<file path="src/design/ufd_pkg.sv">
// Shared types, character constants and the hex nibble function of the form decoder.
`timescale 1ns / 1ps
`default_nettype none

package ufd_pkg;

  localparam logic [7:0] CH_PERCENT = 8'h25;
  localparam logic [7:0] CH_PLUS    = 8'h2B;
  localparam logic [7:0] CH_EQUALS  = 8'h3D;
  localparam logic [7:0] CH_AMP     = 8'h26;
  localparam logic [7:0] CH_SPACE   = 8'h20;
  localparam logic [7:0] CH_NUL     = 8'h00;
  localparam logic [7:0] CH_UPPER_A = 8'h41;
  localparam logic [7:0] CH_ZERO    = 8'h30;
  localparam logic [7:0] CASE_MASK  = 8'hDF;
  localparam logic [7:0] NIB_OFFSET = 8'd10;

  localparam logic [1:0] ESC_IDLE = 2'd0;
  localparam logic [1:0] ESC_PCT  = 2'd1;
  localparam logic [1:0] ESC_HIGH = 2'd2;

  typedef struct packed {
    logic       part_is_value;
    logic [1:0] escape_phase;
    logic [7:0] high_char;
  } ufd_state_t;

  typedef struct packed {
    logic [7:0] out_byte;
    logic       byte_valid;
    logic       in_value_part;
    logic       end_of_name;
    logic       end_of_pair;
    logic       bad_escape;
  } ufd_result_t;

  // Hex digit value as the decoder defines it; non-hex characters give
  // whatever the wrapped arithmetic produces.
  function automatic logic [7:0] nibble_of(input logic [7:0] ch);
    logic [7:0] v;
    if (ch >= CH_UPPER_A) begin
      v = (ch & CASE_MASK) - CH_UPPER_A + NIB_OFFSET;
    end else begin
      v = ch - CH_ZERO;
    end
    return v;
  endfunction

endpackage

`default_nettype wire

</file>
<file path="src/design/url_form_field_decoder_core.sv">
// Top level of the form body decoder: input register, decode step, result register.
//
// The decoder takes one raw byte of an application/x-www-form-urlencoded body
// per transaction on the input channel (in_valid/in_ready, with in_byte and
// is_last) and returns decoded bytes and pair delimiter marks on the output
// channel (out_valid/out_ready). A byte that produces nothing visible, such as
// a '%' opening an escape or a NUL, yields no output transaction.
// A byte accepted on the input channel is held in the input register, decoded
// there and shown from the result register. One byte is accepted every cycle
// while the receiver keeps up; the split state (name or value part, escape
// phase, held high character) is eleven flip-flops updated as each byte
// leaves the input register.
// When the receiver stalls, the result register holds its transaction and the
// input register holds one more byte; in_ready then drops until out_ready
// returns. A synchronous reset empties both registers and returns the decoder
// to the name part with no escape pending; in_ready is low while rst is high.
`timescale 1ns / 1ps
`default_nettype none

module url_form_field_decoder_core
  import ufd_pkg::*;
(
  input  wire logic       clk,
  input  wire logic       rst,
  input  wire logic       in_valid,
  output logic            in_ready,
  input  wire logic [7:0] in_byte,
  input  wire logic       is_last,
  output logic            out_valid,
  input  wire logic       out_ready,
  output logic [7:0]      out_byte,
  output logic            byte_valid,
  output logic            in_value_part,
  output logic            end_of_name,
  output logic            end_of_pair,
  output logic            bad_escape
);

  logic        s1_valid;
  logic [7:0]  s1_byte;
  logic        s1_last;
  logic        s1_fire;
  ufd_state_t  state;
  ufd_state_t  state_next;
  ufd_result_t step_result;
  logic        step_has_result;
  ufd_result_t res;

  ufd_step u_step (
    .ch         (s1_byte),
    .last       (s1_last),
    .state      (state),
    .state_next (state_next),
    .result     (step_result),
    .has_result (step_has_result)
  );

  // The held byte retires once the result register can take its result.
  assign s1_fire  = s1_valid && (!out_valid || out_ready);
  assign in_ready = !rst && (!s1_valid || s1_fire);

  always_ff @(posedge clk) begin
    if (rst) begin
      s1_valid <= 1'b0;
    end else if (in_ready) begin
      s1_valid <= in_valid;
    end
    if (in_valid && in_ready) begin
      s1_byte <= in_byte;
      s1_last <= is_last;
    end
  end

  always_ff @(posedge clk) begin
    if (rst) begin
      state <= '{part_is_value: 1'b0, escape_phase: ESC_IDLE, high_char: 8'h00};
    end else if (s1_fire) begin
      state <= state_next;
    end
  end

  always_ff @(posedge clk) begin
    if (rst) begin
      out_valid <= 1'b0;
    end else if (s1_fire) begin
      out_valid <= step_has_result;
    end else if (out_ready) begin
      out_valid <= 1'b0;
    end
    if (s1_fire && step_has_result) begin
      res <= step_result;
    end
  end

  assign out_byte      = res.out_byte;
  assign byte_valid    = res.byte_valid;
  assign in_value_part = res.in_value_part;
  assign end_of_name   = res.end_of_name;
  assign end_of_pair   = res.end_of_pair;
  assign bad_escape    = res.bad_escape;

  // A shown transaction always carries a byte or a mark.
  a_result_nonempty: assert property (@(posedge clk) disable iff (rst)
    out_valid |-> (byte_valid || end_of_name || end_of_pair || bad_escape))
    else $error("empty result transaction");

  // Dropped or non-data results carry a zero byte.
  a_zero_when_no_byte: assert property (@(posedge clk) disable iff (rst)
    (out_valid && !byte_valid) |-> (out_byte == CH_NUL))
    else $error("out_byte nonzero without byte_valid");

  // A name can only be closed while in the name part.
  a_eon_in_name: assert property (@(posedge clk) disable iff (rst)
    (out_valid && end_of_name) |-> !in_value_part)
    else $error("end_of_name reported from value part");

  // The end of the body leaves the decoder at the start of a fresh pair.
  a_last_resets_split: assert property (@(posedge clk) disable iff (rst)
    (s1_fire && s1_last) |=> (!state.part_is_value && state.escape_phase == ESC_IDLE))
    else $error("split state not cleared after last byte");

  // The unused escape phase code is never stored.
  a_phase_legal: assert property (@(posedge clk) disable iff (rst)
    (state.escape_phase == ESC_IDLE || state.escape_phase == ESC_PCT ||
     state.escape_phase == ESC_HIGH))
    else $error("illegal escape phase");

endmodule

`default_nettype wire

</file>
<file path="src/design/ufd_step.sv">
// Per-byte decode logic: delimiter split, plus mapping, escape decoding and next state.
`timescale 1ns / 1ps
`default_nettype none

module ufd_step
  import ufd_pkg::*;
(
  input  wire logic [7:0]  ch,
  input  wire logic        last,
  input  wire ufd_state_t  state,
  output ufd_state_t       state_next,
  output ufd_result_t      result,
  output logic             has_result
);

  logic [1:0] phase;
  logic [7:0] c;
  logic [7:0] hi_nib;
  logic [7:0] lo_nib;
  logic [7:0] esc_byte;
  logic       valid;
  logic       eon;
  logic       eop;
  logic       bad;
  logic [7:0] dec;

  always_comb begin
    hi_nib   = nibble_of(state.high_char);
    c        = (ch == CH_PLUS) ? CH_SPACE : ch;
    lo_nib   = nibble_of(c);
    esc_byte = {hi_nib[3:0], 4'b0000} + lo_nib;
  end

  always_comb begin
    // The unused phase code behaves as no escape pending.
    phase = (state.escape_phase == ESC_PCT || state.escape_phase == ESC_HIGH) ?
            state.escape_phase : ESC_IDLE;
    state_next              = state;
    state_next.escape_phase = phase;
    valid = 1'b0;
    eon   = 1'b0;
    eop   = 1'b0;
    bad   = 1'b0;
    dec   = CH_NUL;

    if (ch == CH_AMP) begin
      eop = 1'b1;
    end else if (ch == CH_EQUALS && !state.part_is_value) begin
      eon = 1'b1;
      bad = (phase != ESC_IDLE);
      state_next.escape_phase  = ESC_IDLE;
      state_next.part_is_value = 1'b1;
    end else if (ch != CH_NUL) begin
      case (phase)
        ESC_IDLE: begin
          if (c == CH_PERCENT) begin
            state_next.escape_phase = ESC_PCT;
          end else begin
            dec   = c;
            valid = 1'b1;
          end
        end
        ESC_PCT: begin
          state_next.high_char    = c;
          state_next.escape_phase = ESC_HIGH;
        end
        default: begin
          dec   = esc_byte;
          valid = (esc_byte != CH_NUL);
          state_next.escape_phase = ESC_IDLE;
        end
      endcase
    end

    if (last) begin
      eop = 1'b1;
    end

    if (eop) begin
      if (state_next.escape_phase != ESC_IDLE) begin
        bad = 1'b1;
      end
      state_next.escape_phase  = ESC_IDLE;
      state_next.part_is_value = 1'b0;
    end

    if (!valid) begin
      dec = CH_NUL;
    end

    result.out_byte      = dec;
    result.byte_valid    = valid;
    result.in_value_part = state.part_is_value;
    result.end_of_name   = eon;
    result.end_of_pair   = eop;
    result.bad_escape    = bad;
    has_result           = valid | eon | eop | bad;
  end

endmodule

`default_nettype wire
</file>
<file path="config.mk">
export PLATFORM = sky130hd
export DESIGN_NAME = url_form_field_decoder_core
export DESIGN_NICKNAME = d
export VERILOG_FILES = /design/src/design/ufd_pkg.sv /design/src/design/url_form_field_decoder_core.sv /design/src/design/ufd_step.sv
export SDC_FILE = /design/constraint.sdc
export NUM_CORES = 1
export LEC_CHECK = 0
export BUFFER_PORTS_ARGS = -buffer_cell sky130_fd_sc_hd__buf_2
export CAP_MARGIN = 10
export CORE_ASPECT_RATIO = 1.4
export CORE_MARGIN = 5
export CORE_UTILIZATION = 45
export CTS_BUF_LIST = sky130_fd_sc_hd__clkbuf_8 sky130_fd_sc_hd__clkbuf_16
export CTS_CLUSTER_SIZE = 40
export DETAILED_ROUTE_END_ITERATION = 12
export SLEW_MARGIN = 40
export SYNTH_ARGS = -nofsm -noshare
export SYNTH_HDL_FRONTEND = slang
export SYNTH_SLANG_ARGS = --single-unit
</file>
<file path="constraint.sdc">
create_clock -name clk -period 5.7 [get_ports clk]
set_clock_uncertainty 0.15 [all_clocks]
set_input_delay 0.57 -clock clk [delete_from_list [all_inputs] [get_ports clk]]
set_output_delay 0.57 -clock clk [all_outputs]
set_load 0.03 [all_outputs]
</file>
Word level (Yosys, flattened, before mapping)
Index checks and enable logic that the tools add are counted.
{ "totals": {"in_bits": 13, "reg_bits": 35, "word_cells": 89, "output_inout_bits": 15} }
{ "classes": {"n_reduce_logical": 22, "addsub": 7, "muxes": 30, "n_eq_ne": 8, "n_bitwise": 7, "magnitude_cmp": 2} }
{ "ops": {"columns": ["op", "count"], "rows": [
  ["two-way mux 8 bit", 5],
  ["equality test 8 x 6 -> 1 bit (second input constant)", 4],
  [">= comparator 8 x 7 -> 1 bit (second input constant)", 2],
  ["case mux 8 bit (2 select lines)", 1],
  ["nonzero test 8 bit", 2],
  ["two-way mux 1 bit", 15],
  ["two-way mux 11 bit", 1],
  ["two-way mux 10 bit", 1],
  ["adder 8 x 4 -> 8 bit (second input constant)", 1],
  ["adder 8 bit", 1],
  ["nonzero test 2 bit", 4],
  ["subtractor 4 x 1 -> 4 bit (second input constant)", 2],
  ["subtractor 8 x 6 -> 8 bit (second input constant)", 1],
  ["subtractor 8 x 7 -> 8 bit (second input constant)", 1],
  ["two-way mux 2 bit", 3],
  ["logical AND 1 bit", 5],
  ["AND reduction 5 bit", 1],
  ["adder 4 bit (second input constant)", 1],
  ["equality test 2 x 1 -> 1 bit (second input constant)", 2],
  ["zero test 1 bit", 4],
  ["two-way mux 4 bit", 1],
  ["NOT 1 bit", 4],
  ["case mux 2 bit (2 select lines)", 1],
  ["OR reduction 4 bit", 1],
  ["other kinds (8)", 12]
]} }

Longest topological paths before layout
{ "logic_depth": {"word_depth": 15, "depth_mapped": 19} }

Hierarchy
A second synthesis with hierarchy kept.
{ "unflattened": {"hier_cells": 258, "area_unflattened_um2": 2513.7} }
{ "by_module_without_submodules": {"columns": ["mod", "seq_area_each_um2", "n_inst", "cells_each", "area_per_inst_um2"], "rows": [
  ["url_form_field_decoder_core", 920.9, 1, 81, 1261.2],
  ["ufd_step", 0.0, 1, 177, 1252.5]
]} }

Least setup slack after synthesis
No wires, ideal clock.
{ "synth_timing": {"path_kind": "reg-to-reg", "from": "register s1_byte[4]", "to": "register res, in the netlist bad_escape (enable)", "setup_ns": 0.391, "stages_incl_launch_ff": 19, "arrival_ns": 4.242, "setup_slack_ns": 0.917, "required_ns": 5.159, "path_cell_list": "edfxtp_1 > inv_1 > ha_1 > nand3_2 > or2_4 > a221oi_4 > a31oi_1 > nor2b_1 > o221ai_1 > ha_1 > inv_1 > fa_1 > xor2_1 > nand4b_1 > or4_1 > nor2_2 > a211o_1 > buf_6 > a31oi_1"} }
{ "synth_via": {"elab_chain_cells": 15, "word_cells_on_any_way": 37, "classes_between": "4 x add/sub; 1 x order compare; 4 x eq/ne; 20 x mux; 3 x bitwise; 5 x reduce/logical"} }
{ "synth_rtl": {"columns": ["item", "line_no", "rtl"], "rows": [
  ["from (decl)", "url_form_field_decoder_core.sv:40", "logic [7:0] s1_byte;"],
  ["from (signal assigned)", "url_form_field_decoder_core.sv:69", "s1_byte <= in_byte;"],
  ["equality test 8 x 6 -> 1 bit", "ufd_step.sv:29", "c = (ch == CH_PLUS) ? CH_SPACE : ch;"],
  ["two-way mux 8 bit", "ufd_step.sv:29", null],
  ["subtractor 8 x 7 -> 8 bit", "ufd_pkg.sv:42", "v = (ch & CASE_MASK) - CH_UPPER_A + NIB_OFFSET;"],
  ["adder 8 x 4 -> 8 bit", "ufd_pkg.sv:42", null],
  ["two-way mux 8 bit", "ufd_pkg.sv:41", "if (ch >= CH_UPPER_A) begin"],
  ["adder 8 bit", "ufd_step.sv:31", "esc_byte = {hi_nib[3:0], 4'b0000} + lo_nib;"],
  ["nonzero test 8 bit", "ufd_step.sv:69", "valid = (esc_byte != CH_NUL);"],
  ["case mux 1 bit (2 select lines)", "ufd_step.sv:54", "case (phase)"],
  ["two-way mux 1 bit", "ufd_step.sv:53", "end else if (ch != CH_NUL) begin"],
  ["two-way mux 1 bit", "ufd_step.sv:48", "end else if (ch == CH_EQUALS && !state.part_is_value) begin"],
  ["two-way mux 1 bit", "ufd_step.sv:46", "if (ch == CH_AMP) begin"],
  ["bitwise OR 1 bit (2 in a row)", "ufd_step.sv:97", "has_result = valid | eon | eop | bad;"],
  ["bitwise OR 1 bit (*)", "ufd_step.sv:97", null],
  ["logical AND 1 bit (*)", "url_form_field_decoder_core.sv:90", "if (s1_fire && step_has_result) begin"],
  ["to (signal assigned)", "url_form_field_decoder_core.sv:91", "res <= step_result;"],
  ["to (decl)", "url_form_field_decoder_core.sv:47", "ufd_result_t res;"]
]} }
Every way passes the cells marked *; elsewhere a longest branch is shown, timed or not. The select of a mux whose other input is x is not followed.
A chain may end at the register's enable or synchronous reset.

Worst setup path after layout
{ "layout_timing": {"from": "register s1_byte[4]", "to": "register res, in the netlist out_byte[0] (enable)"} }
The elaborated chain is that of the path after synthesis.

==> key figures <==
Synth
  – Share of Yosys cell area claimed by the top area cell type: 28.6%
  – Syn Nets: 266
  – Mapped cell area: 2310 um2
  – Yosys top cell by area: edfxtp_1
  – Synth Instances: 229
  – Most common flop cell mapped by yosys: edfxtp_1
  – Post-synthesis register bit count: 35
  – Async SR Flop Fraction: 0%
  – Post-synth EDFFs: 22
  – Netlist cell types: 54
  – Top post-synthesis cells by area: edfxtp_1, ha_1, dfxtp_1
  – Post-synthesis area per instance: 10.1 um2
  – Ys Warns: 0
  – Sequential element share of the synthesized area: 39.9%

Cells and area
  – Footprint of the multi-input gates: 1250 um2
  – Share of layout cells above drive strength 1: roughly a fifth
  – Ant diodes: 0
  – Final Instance Area: 2610 um2
  – Fill count: 463
  – Nets: 294
  – Most common cell after layout, fill and taps aside: buf_2
  – Layout Utilization: between 50% and 60%
  – Most frequent cells in the layout: buf_2, ha_1, nor2_1, edfxtp_1, inv_1
  – Synth-to-layout area growth: 12.8%
  – Reg with most FFs: state
  – Storage cell area: 921 um2
  – Final Instance Count excl. Fillers: 322
  – Largest register FFs: 11

Clocking
  – Clk_lat worst skew: roughly 0.29 ns
  – Clock slew at reported path FFs: 0.07 ns
  – CTS buffer count: 5
  – Clock Sinks: 35
  – Bufs on Longest Clock Path: 2
  – Postcts setup bufs: 0
  – Post-CTS sizing: 0
  – Clock root buffer master: clkbuf_8
  – CTS tree: yes
  – Hold buffer count at CTS: 0
  – H-tree Lvls: 2

Die
  – Die H: between 90 and 100 um
  – Num rows: 30
  – Die W: 70.5 um
  – Core box area: 4920 um2
  – Starting density of the core: 46.9%
  – Die ar.: 6680 um2
  – Ports: 28

Routing
  – DR iter-0 viols: 95
  – DRC: 0
  – Via count: 1,762
  – DRT Pass-1 Iters: 4
  – Routed Wire Length: 5140 um
  – DR vias/cell: 5.47
  – Routed Antenna Nets: 0
  – Wire per inst: 16.0 um

Worst setup path
  – Max FO, Critical Path: 12
  – Slowest CP cell: or4_1
  – CP Cell Sequence: inv_1 > ha_1 > nand3_2 > or2_4 > a221oi_4 > a31oi_1 > nor2b_1 > o221ai_1 > ha_1 > inv_1 > fa_1 > xor2_1 > nand4b_1 > or4_1 > nor2_2 > a211o_1 > a31oi_1 > buf_4
  – Crit end category: flop
  – CP startpoint: s1_byte[4]$_DFFE_PP_
  – CP Launch Type: flop
  – Critical path required time: 5.60 ns
  – CP Class: flop to flop
  – WP data arrival: roughly 5.0 ns
  – R2r startpoint: s1_byte[4]$_DFFE_PP_
  – CP max stage delay: 0.55 ns

Global route
  – Vias in the first global route: 1,748
  – GRT overflow: 0
  – First-pass GRT wire length: 8430 um
  – Largest net degree at the start of global routing: 16
  – GRT Total Usage: 16.3%
  – Antenna violations before repair: 0

Run
  – Max-cap viol count: 0

STA
  – Pins Over Slew Limit: 0
  – Tmin final: 5.08 ns
  – Slew HR: between 60 and 70%
  – Min setup slack post-route: 0.616 ns
  – Max Fclk: 197 MHz
  – Final setup vio count: 0
  – Worst Tran Pin Value: 0.550 ns
  – Final setup TNS: 0 ns
  – Period utilization: about nine tenths
  – WHS: between 0.2 and 0.3 ns
  – RSZ-0062 raised after global routing: no
  – Hold Vio Cnt, Final: 0

Worst hold path
  – Hold Startpoint: in_byte[6]
  – Worst min path class: primary input to flop

Placement
  – Area after DPL: ~2500 um2
  – DP HPWL: 3960 um
  – IO buf count: 27
  – Cells after DPL: 314
  – Final Wtd Congestion: a little under 1
  – Post-Place Worst Slack: 0.669 ns

Outcome
  – Status: finished clean

Power and ir drop
  – Maximum vdd drop: 0.000119 V
  – Leak: 1.04 nW
  – Power Dens Cells: 230 nW/um2
  – Total power: 599 uW
## worst max-delay path: cells and delay by family, from the launching register on
kind                       cells  cell delay [ns]
xor gates and xnor gates       1             0.20
buffers and inverters          3             0.49
DFF                            1             0.52
adders and majority gates      3             0.81
and+or+nand+nor                6             1.47
AOI/OAI and AO/OA              5             1.22
## report_power, final
group          switching, mW  internal, mW
Clock                 0.0960         0.157
Sequential           0.00828         0.278
Combinational         0.0372        0.0225
Total                  0.141         0.457
## synth_stat cells, drive strengths merged (2+ instances only)
master / number
nor4: 2
a22oi: 4
o211ai: 2
nand2b: 5
o22a: 2
o21ai: 4
nor2b: 7
edfxtp: 22
and2: 4
ha: 23
nand4: 4
a31oi: 4
xnor2: 7
nand2: 18
inv: 20
dfxtp: 13
clkbuf: 4
nand3b: 3
buf: 4
xor2: 3
mux2: 4
nand3: 6
a311oi: 2
nor2: 23
a21oi: 19
## metal layers
layer,vias up,GRT usage [%],part of all wire (%),wire (um)
met1,837,18.3,41,2090
li1,867,-,-,-
met3,10,3.19,4.1,210
met5,-,0,0,0
met2,48,30.2,53,2720
met4,0,6.27,2.3,116
## final cells by class
class / count / area share (%)
Timing Repair Buffer: 29 / 5.76
Clock inverter: 2 / 1.39
Sequential cell: 35 / 35.4
Inverter: 20 / 2.88
Multi-Input combinational cell: 166 / 47.9
Clock buffer: 6 / 3.60
Tap cell: 64 / 3.07
## worst paths after layout
path | end | slack [ns] | cells past startpoint
worst max-delay path | out_byte[0]$_SDFFCE_PP0P_ | 0.62 | 18
worst min-delay path | s1_byte[6]$_DFFE_PP_ | 0.30 | 1
worst max register to register | out_byte[0]$_SDFFCE_PP0P_ | 0.62 | 18
worst min register to register | state[6]$_SDFFE_PP0P_ | 0.33 | 2
## logic make-up (layout without fill, tap and decap cells)
kind of cell,Yosys count,count (layout),share of synthesized area (%)
flip-flops,35,35,39.9
buffers and inverters,28,57,6.02
adder cells (fa/ha/maj),24,24,13.3
multiplexers,5,5,2.38
AO/OA/AOI/OAI,47,47,15.0
AND/OR/NAND/NOR,79,79,18.3
XOR/XNOR,11,11,5.10
(Power assumes the default switching activity.)
